`config.mk`:
```
export PLATFORM = sky130hd
export DESIGN_NAME = sfdp_basic_table_decoder
export DESIGN_NICKNAME = d
export VERILOG_FILES = /design/src/rtl/sfdp_pkg.sv /design/src/rtl/sfdp_basic_table_decoder.sv
export SDC_FILE = /design/constraint.sdc
export NUM_CORES = 1
export LEC_CHECK = 0
export BUFFER_PORTS_ARGS = -buffer_cell sky130_fd_sc_hd__clkbuf_2
export CAP_MARGIN = 20
export CORE_MARGIN = 2
export CORE_UTILIZATION = 45
export DETAILED_ROUTE_END_ITERATION = 16
export GPL_ROUTABILITY_DRIVEN = 0
export GPL_TIMING_DRIVEN = 0
export PLACE_DENSITY_LB_ADDON = 0.05
export REMOVE_ABC_BUFFERS = 1
export SYNTH_ARGS = -nofsm -noshare
export SYNTH_HDL_FRONTEND = slang
export SYNTH_SLANG_ARGS = --single-unit
```
`constraint.sdc`:
```
create_clock -name clock -period 5.6 [get_ports clock]
set_input_delay 1.4 -clock clock [delete_from_list [all_inputs] [get_ports clock]]
set_output_delay 1.4 -clock clock [all_outputs]
set_load 0.05 [all_outputs]
```
`src/rtl/sfdp_pkg.sv`:
```
// ----------------------------------------------------------------------------
// SFDP basic table decoder package
// Shared field layouts, erase size codes and geometry constants.
// ----------------------------------------------------------------------------
package sfdp_pkg;

   localparam int unsigned DwordWidth    = 32;
   localparam int unsigned RevWidth      = 8;
   localparam int unsigned CapWidth      = 41;
   localparam int unsigned AddrWidth     = 3;
   localparam int unsigned OpWidth       = 8;
   localparam int unsigned BlockWidth    = 19;
   localparam int unsigned PageWidth     = 16;
   localparam int unsigned ReqDataWidth  = 176;
   localparam int unsigned RspDataWidth  = 112;
   localparam int unsigned EraseTypes    = 4;

   // Erase size exponents that map to the four opcode slots.
   localparam logic [7:0] SizeExp4K   = 8'd12;
   localparam logic [7:0] SizeExp32K  = 8'd15;
   localparam logic [7:0] SizeExp64K  = 8'd16;
   localparam logic [7:0] SizeExp256K = 8'd18;

   localparam logic [BlockWidth-1:0] Block4K   = BlockWidth'(4096);
   localparam logic [BlockWidth-1:0] Block32K  = BlockWidth'(32768);
   localparam logic [BlockWidth-1:0] Block64K  = BlockWidth'(65536);
   localparam logic [BlockWidth-1:0] Block256K = BlockWidth'(262144);

   // Address mode code in dword 1 that forces 4-byte addressing.
   localparam logic [1:0] AddrMode4Only = 2'h2;
   // 4K erase support code in dword 1.
   localparam logic [1:0] Erase4KSupported = 2'h1;

   localparam logic [CapWidth-1:0] CapLimit   = CapWidth'(64'd1 << 40);
   localparam logic [CapWidth-1:0] SixteenMib = CapWidth'(64'd16777216);
   localparam logic [5:0] ExpMin = 6'd3;
   localparam logic [5:0] ExpMax = 6'd43;
   localparam logic [RevWidth-1:0] MinorPageExp = 8'd5;

   localparam logic [AddrWidth-1:0] AddrThree = 3'd3;
   localparam logic [AddrWidth-1:0] AddrFour  = 3'd4;

   // Input transaction; the last member sits in the lowest bits.
   typedef struct packed {
      logic [RevWidth-1:0]   rev_minor;
      logic [RevWidth-1:0]   rev_major;
      logic [DwordWidth-1:0] word_page;
      logic [DwordWidth-1:0] word_erase_b;
      logic [DwordWidth-1:0] word_erase_a;
      logic [DwordWidth-1:0] word_density;
      logic [DwordWidth-1:0] word_one;
   } req_type;

   // Result transaction; the last member sits in the lowest bits.
   typedef struct packed {
      logic [PageWidth-1:0]  write_page;
      logic [BlockWidth-1:0] block_size;
      logic [OpWidth-1:0]    erase_huge_op;
      logic [OpWidth-1:0]    erase_large_op;
      logic [OpWidth-1:0]    erase_mid_op;
      logic [OpWidth-1:0]    erase_small_op;
      logic [AddrWidth-1:0]  address_bytes;
      logic                  capacity_clipped;
      logic [CapWidth-1:0]   capacity_bytes;
   } rsp_type;

endpackage

```
`src/rtl/sfdp_basic_table_decoder.sv`:
```
// ----------------------------------------------------------------------------
// SFDP basic flash parameter table decoder
// Decodes flash geometry from dwords 1, 2, 8, 9 and 11 of the basic table.
// ----------------------------------------------------------------------------
// Each request transaction carries five basic table dwords and the table
// revision; each one produces exactly one response transaction with the
// decoded capacity, address length, erase opcodes, smallest erase block and
// write page size. The block is a two-register pipeline: the request is
// captured in an input register, decoded by shallow combinational logic and
// stored in a result register; one transaction per cycle is sustained while
// the downstream side is ready. The result register is freed in the same
// cycle it is drained, so transactions flow back to back while the
// downstream side is ready. While a response is stalled, the input
// register takes one more request and then holds req_tready low until the
// response is drained.
module sfdp_basic_table_decoder (
   input  logic                                clock,
   input  logic                                reset,
   input  logic                                req_tvalid,
   output logic                                req_tready,
   // Fields from bit 0 up: word_one[31:0], word_density[63:32],
   // word_erase_a[95:64], word_erase_b[127:96], word_page[159:128],
   // rev_major[167:160], rev_minor[175:168].
   input  logic [sfdp_pkg::ReqDataWidth-1:0]   req_tdata,
   output logic                                rsp_tvalid,
   input  logic                                rsp_tready,
   // Fields from bit 0 up: capacity_bytes[40:0], capacity_clipped[41],
   // address_bytes[44:42], erase_small_op[52:45], erase_mid_op[60:53],
   // erase_large_op[68:61], erase_huge_op[76:69], block_size[95:77],
   // write_page[111:96].
   output logic [sfdp_pkg::RspDataWidth-1:0]   rsp_tdata
);
   import sfdp_pkg::*;

   // Pipeline registers.
   logic    in_valid_ff, in_valid_in;
   req_type req_ff, req_in;
   logic    out_valid_ff, out_valid_in;
   rsp_type rsp_ff, rsp_in;

   logic out_advance;

   // The result register can load whenever it is empty or being drained.
   assign out_advance = !out_valid_ff || rsp_tready;
   assign req_tready  = !in_valid_ff || out_advance;

   always_comb begin
      in_valid_in = in_valid_ff;
      req_in      = req_ff;
      if (req_tready) begin
         in_valid_in = req_tvalid;
         req_in      = req_type'(req_tdata);
      end
      out_valid_in = out_valid_ff;
      if (out_advance) begin
         out_valid_in = in_valid_ff;
      end
   end

   // ---------------------------------------------------------------------
   // Capacity decode. In bit-count form the field holds bits minus one; in
   // exponent form it holds log2 of the bit count, so the byte count is a
   // single shifted one, zero below one byte and saturated at 2^40 bytes.
   // ---------------------------------------------------------------------
   logic [30:0]          density_value;
   logic [DwordWidth:0]  bit_count;
   logic                 exp_small;
   logic                 exp_large;
   logic [5:0]           byte_shift;
   logic [CapWidth-1:0]  capacity;
   logic                 clipped;

   assign density_value = req_ff.word_density[30:0];
   assign bit_count     = {1'b0, req_ff.word_density} + (DwordWidth+1)'(1);
   assign exp_small     = density_value < 31'(ExpMin);
   assign exp_large     = density_value > 31'(ExpMax);
   assign byte_shift    = density_value[5:0] - ExpMin;

   always_comb begin
      clipped = 1'b0;
      if (req_ff.word_density[DwordWidth-1]) begin
         if (exp_small) begin
            capacity = '0;
         end else if (exp_large) begin
            capacity = CapLimit;
            clipped  = 1'b1;
         end else begin
            capacity = CapWidth'(1) << byte_shift;
         end
      end else begin
         capacity = CapWidth'(bit_count >> 3);
      end
   end

   // ---------------------------------------------------------------------
   // Erase opcodes. Dword 1 seeds the 4K slot; erase types 1 to 4 then
   // overwrite the slot that matches their size exponent, later types last.
   // ---------------------------------------------------------------------
   logic [15:0]        erase_entry [EraseTypes];
   logic [OpWidth-1:0] ops [EraseTypes];
   logic [BlockWidth-1:0] block;

   assign erase_entry[0] = req_ff.word_erase_a[15:0];
   assign erase_entry[1] = req_ff.word_erase_a[31:16];
   assign erase_entry[2] = req_ff.word_erase_b[15:0];
   assign erase_entry[3] = req_ff.word_erase_b[31:16];

   always_comb begin
      ops[0] = (req_ff.word_one[1:0] == Erase4KSupported) ? req_ff.word_one[15:8] : '0;
      ops[1] = '0;
      ops[2] = '0;
      ops[3] = '0;
      for (int k = 0; k < EraseTypes; k++) begin
         case (erase_entry[k][7:0])
            SizeExp4K:   ops[0] = erase_entry[k][15:8];
            SizeExp32K:  ops[1] = erase_entry[k][15:8];
            SizeExp64K:  ops[2] = erase_entry[k][15:8];
            SizeExp256K: ops[3] = erase_entry[k][15:8];
            default: ;
         endcase
      end
   end

   // The smallest erase size with an opcode is the erase block.
   always_comb begin
      if (ops[0] != '0) begin
         block = Block4K;
      end else if (ops[1] != '0) begin
         block = Block32K;
      end else if (ops[2] != '0) begin
         block = Block64K;
      end else if (ops[3] != '0) begin
         block = Block256K;
      end else begin
         block = '0;
      end
   end

   // ---------------------------------------------------------------------
   // Write page. Revision 1.0 to 1.4 only has the 64-byte flag; from 1.5 on
   // dword 11 gives the page size as a power of two. Other majors give 0.
   // ---------------------------------------------------------------------
   logic [PageWidth-1:0] page;

   always_comb begin
      if (req_ff.rev_major == RevWidth'(1) && req_ff.rev_minor < MinorPageExp) begin
         page = req_ff.word_one[2] ? PageWidth'(64) : PageWidth'(1);
      end else if (req_ff.rev_major == RevWidth'(1)) begin
         page = PageWidth'(1) << req_ff.word_page[7:4];
      end else begin
         page = '0;
      end
   end

   // Assemble the response.
   always_comb begin
      rsp_in = rsp_ff;
      if (out_advance) begin
         rsp_in.capacity_bytes   = capacity;
         rsp_in.capacity_clipped = clipped;
         rsp_in.address_bytes    = (capacity <= SixteenMib &&
                                    req_ff.word_one[18:17] != AddrMode4Only)
                                   ? AddrThree : AddrFour;
         rsp_in.erase_small_op   = ops[0];
         rsp_in.erase_mid_op     = ops[1];
         rsp_in.erase_large_op   = ops[2];
         rsp_in.erase_huge_op    = ops[3];
         rsp_in.block_size       = block;
         rsp_in.write_page       = page;
      end
   end

   always_ff @(posedge clock) begin
      if (reset) begin
         in_valid_ff  <= 1'b0;
         out_valid_ff <= 1'b0;
      end else begin
         in_valid_ff  <= in_valid_in;
         out_valid_ff <= out_valid_in;
      end
      req_ff <= req_in;
      rsp_ff <= rsp_in;
   end

   assign rsp_tvalid = out_valid_ff;
   assign rsp_tdata  = RspDataWidth'(rsp_ff);

endmodule

```
==> results.md, run 1 <==
- Worst slew pin tran: 1240 ps
- Outcome: finished clean
- Crit-path cells: clkbuf_2, nor2b_1, nand2_4, clkbuf_2
- Total gr overflow: 0
- Drt pass-1 iters: 6
- Drt initial violations: 608
- Worst min path class: flop to flop
- CTS tree: yes
- Mux cell area share after synthesis: 0.00322
- WS Path Type: input pin to output port
- Rel. slew slack: 0.169
- Post-CTS sizing: 0
- Area fraction of the dominant cell type after synthesis: 0.695
- Critical Path RT: 4200 ps
- Final Hold Fails: 0
- Clock Power Share: 0.401
- Design Area, Final: 12000 um2
- Peak fanout along the critical path: 62
- Switching Fraction: 0.238
- Clock Sinks: 227
- Via count: 6959
- Setup repair bufs after CTS: 0
- Seq pwr share: 0.508
- Vias in the first global route: 6690
- Largest net degree at the start of global routing: 70
- Final design utilization: 0.567
- Logic pwr share: 0.091
- FF+latch count, synth: 227
- Syn Area/Cell: 13.3 um2
- Critical Path Sink Type: output port
- Placed Instances: 1215
- Crit-path most repeated cell: clkbuf_2
- FFs w/ async S/R, synth: 0
- Slowest stage delay, CP: 520 ps
- Final min period: 4240 ps
- Critical Path Start Type: input pin
- Die footprint: 22800 um2
- Layout cell share with drive strength beyond 1: 0.294
- RSZ-0062 raised after global routing: no
- PD cells: 336 nW/um2
- F_max: 236 MHz
- First-pass GRT wire length: 35500 um
- Compound-Gate Fraction of Synth Area: 0.0949
- Core footprint: 21100 um2
- Via density: 5.52
- Cell Area, Placed: 11100 um2
- Netlist Area Pre-Place: 9720 um2
- Synth warnings: 0
- Syn Inst Count: 729
- Fin Clk Skew: 13.6 ps
- Number of H-tree levels: 1
- Average wire per standard cell: 18.5 um
- Most frequent cell after synthesis: edfxtp_1
- Finished Layout Cells: 1260
- Arr. time, crit path: 2840 ps
- Top_reg_cell synth: edfxtp_1
- Syn-to-layout area delta: 23.1%
- Simple-gate share of the synthesized area: 0.152
- Longest Clk Path Bufs: 3
- Port Buffers: 231
- Slowest-stage cell, CP: nand2_4
- Max cap viols: 0
- FP Rows: 53
- Netlist cell types: 59
- Switching Power: 956 uW
- Io pins: 294
- Routed wire length: 23300 um
- Sequential area share after synthesis: 0.699
- CTS Hold Buffers Added: 0
- Maximum vdd ir drop: 0.260 mV
- Remaining DRCs: 0
- Final worst-path cycle share: 0.757
- Starting Density: 0.461
- XOR/XNOR share of the synthesized area: 0.0270
- Most common library cells after synthesis: edfxtp_1, nor2_1, nand2_1
- Layout Nets: 1147
- Clock root cell: clkbuf_16
- P_leak: 4.71 nW
- Initial antenna violation count: 1
- Cell taking the most area after synthesis: edfxtp_1
- Largest cells by area after synthesis: edfxtp_1, o22ai_1, nor2_1
- Post-synth EDFFs: 225
- Clk Latency, worst-skew pair: 510 ps
- Internal power: 3.07 mW
- Fillers: 1779
- Count of pins over their slew limit: 0
- CTS clock-pin slew for the worst setup and hold paths: 60 ps
- Post-DRT Antenna Nets: 0
- Final setup violation count: 0
- Chip width: 151 um
- Synth Area in Adders: 0
- DP Wirelength: 17700 um
- Total GRT Usage: 0.201
- TritonCTS buffer count: 24
- Largest family of logic cells by synthesized area: simple AND/OR/NAND/NOR gates
- Die height: 151 um
registers in the layout, summed over array words and instances (netlist names):
register / flops
rsp_tvalid: 1
rsp_tdata: 96
req_ff: 34
erase_entry: 64
in_valid_ff: 1
density_value: 31
power by group through the flow:
stage / logic, mW / clock network, mW / registers, mW
6_report: 0.367 / 1.61 / 2.04
5_1_grt: 0.390 / 1.72 / 2.05
4_1_cts: 0.369 / 1.65 / 2.04
3_5_place_dp: 0.369 / 0 / 2.08
3_3_place_gp: 0.361 / 0 / 2.08
2_1_floorplan: 0.106 / 0 / 2.21
logic make-up (layout without fill, tap and decap cells):
logic type / after synthesis / in the layout
flops: 227 / 227
xor+xnor: 30 / 30
compound gates: 137 / 137
simple gates: 288 / 288
other cells: 1 / 16
mux: 3 / 3
buf+inv: 43 / 284
path summary, 6_finish.rpt:
kind,from,endpoint,slack [ps],cells past startpoint
setup reg to reg,density_value[4],rsp_tdata[44],1920,8
hold reg to reg,in_valid_ff,rsp_tvalid,540,2
hold / removal,in_valid_ff,rsp_tvalid,540,2
setup / recovery,rsp_tready,req_tready,1360,4
cell type report:
cell class | count | area, um2 | share of cell area
Sequential cell | 227 | 6800 | 0.568
Multi-Input combinational cell | 473 | 2750 | 0.230
Timing Repair Buffer | 234 | 1220 | 0.102
Clock buffer | 28 | 637 | 0.0533
Tap cell | 275 | 344 | 0.0288
Clock inverter | 15 | 181 | 0.0152
Inverter | 7 | 28.8 | 0.00241
Antenna cell | 1 | 2.50 | 0.000209
per-layer routing:
metal	track usage	share of wire
met1	0.239	0.37
met5	0	0
met2	0.370	0.53
met4	0.0743	0.034
met3	0.0310	0.073
per-stage QoR:
stage	hold slack, ps	worst slack [ps]	power, mW	setup TNS (ps)
2_1_floorplan	463	-285	2.31	-285
3_3_place_gp	481	-1560	2.44	-36030
3_5_place_dp	529	1340	2.45	0
4_1_cts	538	1330	4.06	0
5_1_grt	576	1260	4.16	0
6_report	539	1360	4.02	0
critical path, delay by kind of cell:
family,cells,cell delay (ps)
simple gates,2,910
buf+inv,2,490
placed cells by master, fill, tap and decap left out, drive strengths merged, types with 3 or more instances in the layout:
cell type,count
inv,7
xnor2,16
nand4,12
and4,5
a211oi,3
nor2b,10
nor3b,6
clkinv,8
nor3,22
nand2b,8
buf,3
a221oi,25
o31ai,10
nor2,78
conb,15
nand2,76
o22ai,50
clkbuf,259
xor2,14
nand3,25
nor4,24
bufinv,4
and3,5
o21ai,22
a21oi,15
edfxtp,225
clkinvlp,3
or3,5
Note: power is estimated with default switching activity, not from simulation.
==> inputs of run 2 (changes only) <==
==> constraint.sdc (replaced) <==
create_clock -name clock -period 3.45 [get_ports clock]
set_input_delay 0.8625 -clock clock [delete_from_list [all_inputs] [get_ports clock]]
set_output_delay 0.8625 -clock clock [all_outputs]
set_load 0.05 [all_outputs]
==> run 2 against run 1 <==
Compared with the run above: critical endpoint is now rsp_tdata[43]; sequential share of layout area is 0.75 points lower; largest cell class unchanged; design area is 1.3% higher; count of clock-buffer cells in the layout stayed put; clock skew is 0.95 ps lower; hold slack worse by 13 ps; sequential power is 62% higher; highest routed layer unchanged; first-iteration DRC count is 2.0% higher.
==> results.md, run 2 (synthesis gave the netlist of run 1 again) <==
- P_leak: 4.80 nW (+2.0%)
- WS Path Type: flop to flop
- Worst slew pin tran: 1300 ps (+65.0 ps)
- FP Rows: 53 (unchanged)
- Slowest-stage cell, CP: edfxtp_1
- Most frequent cells in the layout: clkbuf_2, edfxtp_1, nor2_1, nand2_1, o22ai_1
- Starting Density: 0.461 (unchanged)
- Remaining DRCs: 0 (unchanged)
- Largest net degree at the start of global routing: 70 (unchanged)
- Layout Nets: 1165 (+1.6%)
- Number of flip-flops in the largest register: 96 (unchanged)
- CTS clock-pin slew for the worst setup and hold paths: 60 ps (about the same)
- Final setup violation count: 0 (unchanged)
- TritonCTS buffer count: 24 (unchanged)
- Clock root cell: clkbuf_16
- CTS Hold Buffers Added: 0 (unchanged)
- Chip width: 151 um (unchanged)
- Drt pass-1 iters: 6 (unchanged)
- Core footprint: 21100 um2 (unchanged)
- Fin Clk Skew: 12.6 ps (-0.946 ps)
- RSZ-0062 raised after global routing: no
- Via density: 5.49 (-0.64%)
- Critical Path RT: 3700 ps (-500 ps)
- Rel. slew slack: 0.125 (-0.0437)
- Via count: 7013 (+0.78%)
- Initial antenna violation count: 1 (unchanged)
- Reg2reg start: density_value[22]
- Die footprint: 22800 um2 (unchanged)
- CP Capture Point: rsp_tdata[43]
- Clock Sinks: 227 (unchanged)
- Total GRT Usage: 0.202 (+0.000787)
- F_max: 307 MHz
- Longest Clk Path Bufs: 3 (unchanged)
- DP Wirelength: 17700 um (unchanged)
- Post-Route Setup TNS: 0 ps (unchanged)
- Drt initial violations: 620 (+2.0%)
- Final Hold Fails: 0 (unchanged)
- CTS tree: yes
- Total gr overflow: 0 (unchanged)
- Final worst-path cycle share: 0.943
- Die height: 151 um (unchanged)
- Maximum vdd ir drop: 0.422 mV (+62%)
- Most common cell after layout, fill and taps aside: clkbuf_2
- Outcome: finished clean
- Layout cell share with drive strength beyond 1: 0.309 (+0.0157)
- Design Area, Final: 12100 um2 (+1.3%)
- Post-DRT Antenna Nets: 0 (unchanged)
- Reg2Reg Setup Slack: 200 ps (-1720 ps)
- Critical Path Sink Type: flop
- Arr. time, crit path: 3510 ps (+670 ps)
- Placed Instances: 1215 (unchanged)
- Finished Layout Cells: 1278 (+1.4%)
- Clk Latency, worst-skew pair: 510 ps (about the same)
- Cell Area, Placed: 11100 um2 (unchanged)
- Number of H-tree levels: 1 (unchanged)
- Peak fanout along the critical path: 6 (-90%)
- Design Power: 6.55 mW (+63%)
- Io pins: 294 (unchanged)
- Worst Setup SP: density_value[22]
- Worst min path class: input pin to flop
- Port Buffers: 231 (unchanged)
- First-pass GRT wire length: 35700 um (+0.41%)
- Cells on worst reg2reg path: 9 (+1)
- Vias in the first global route: 6692 (+0.030%)
- Max cap viols: 0 (unchanged)
- Crit-path cells: nor4_2, nand4_1, nor3_1, nand3_1, o22ai_1, nor3_1, nand4_1, and4b_1, o21a_1
- Routed wire length: 23600 um (+1.4%)
- PD cells: 540 nW/um2 (+61%)
- Count of pins over their slew limit: 0 (unchanged)
- Average wire per standard cell: 18.5 um (about the same)
- Final min period: 3250 ps
- Slowest stage delay, CP: 470 ps (-50 ps)
- Syn-to-layout area delta: 24.7%
- R2R Path End: rsp_tdata[43]
- Min Hold Slack: 526 ps (-13.3 ps)
- Critical Path Start Type: flop
-- run 2: how the worst min path moves through the flow --
| stage | start | end | slack, ps | depth (start not counted) |
|---|---|---|---|---|
| floorplan | in_valid_ff | rsp_tvalid | 460 | 2 |
| global placement | in_valid_ff | rsp_tvalid | 480 | 2 |
| detailed placement | in_valid_ff | rsp_tvalid | 530 | 2 |
| CTS | req_tdata[111] | erase_entry[31] | 500 | 1 |
| global route | req_tdata[70] | erase_entry[54] | 500 | 1 |
| finish | req_tdata[70] | erase_entry[54] | 530 | 1 |
-- run 2: final cells by class --
type,instances,area (um2)
diodes,1,2.50
clock buffers,28,637
clock inverters,15,181
fillers,1769,8970
inverters,7,28.8
multi-input cells,473,2780
flip-flops and latches,227,6800
well taps,275,344
repair buffers,252,1350
-- run 2: stage by stage --
stage	setup WS, ps	utilization
finish	198	0.575
global route	0.129	0.575
CTS	9.92	0.568
detailed placement	-216	0.528
global placement	-2640	0.525
floorplan	-1360	-
-- run 2: per-layer routing --
metal | up-vias | track usage | wire length [um] | part of all wire
met5 | - | 0 | 0 | 0
met4 | 0 | 0.0706 | 779 | 0.033
met3 | 81 | 0.0313 | 1730 | 0.073
met2 | 360 | 0.374 | 12500 | 0.53
met1 | 3239 | 0.238 | 8560 | 0.36
li1 | 3333 | - | - | -
-- run 2: report_power, final --
part / internal, mW / switching (mW) / total, mW
logic: 0.176 / 0.450 / 0.627
registers: 3.20 / 0.110 / 3.31
clock network: 1.62 / 0.999 / 2.62
-- run 2: worst max-delay path, delay by kind of cell, from the launching register on --
family           cells  cell delay (ps)
AO/OA/AOI/OAI        2              580
flip-flops           1              470
AND/OR/NAND/NOR      7             1960
-- run 2: repair_timing --
item / CTS / global route
gates resized for setup: 1 / 3
setup endpoints to repair: 2 / 3
buffers inserted: 2 / 16
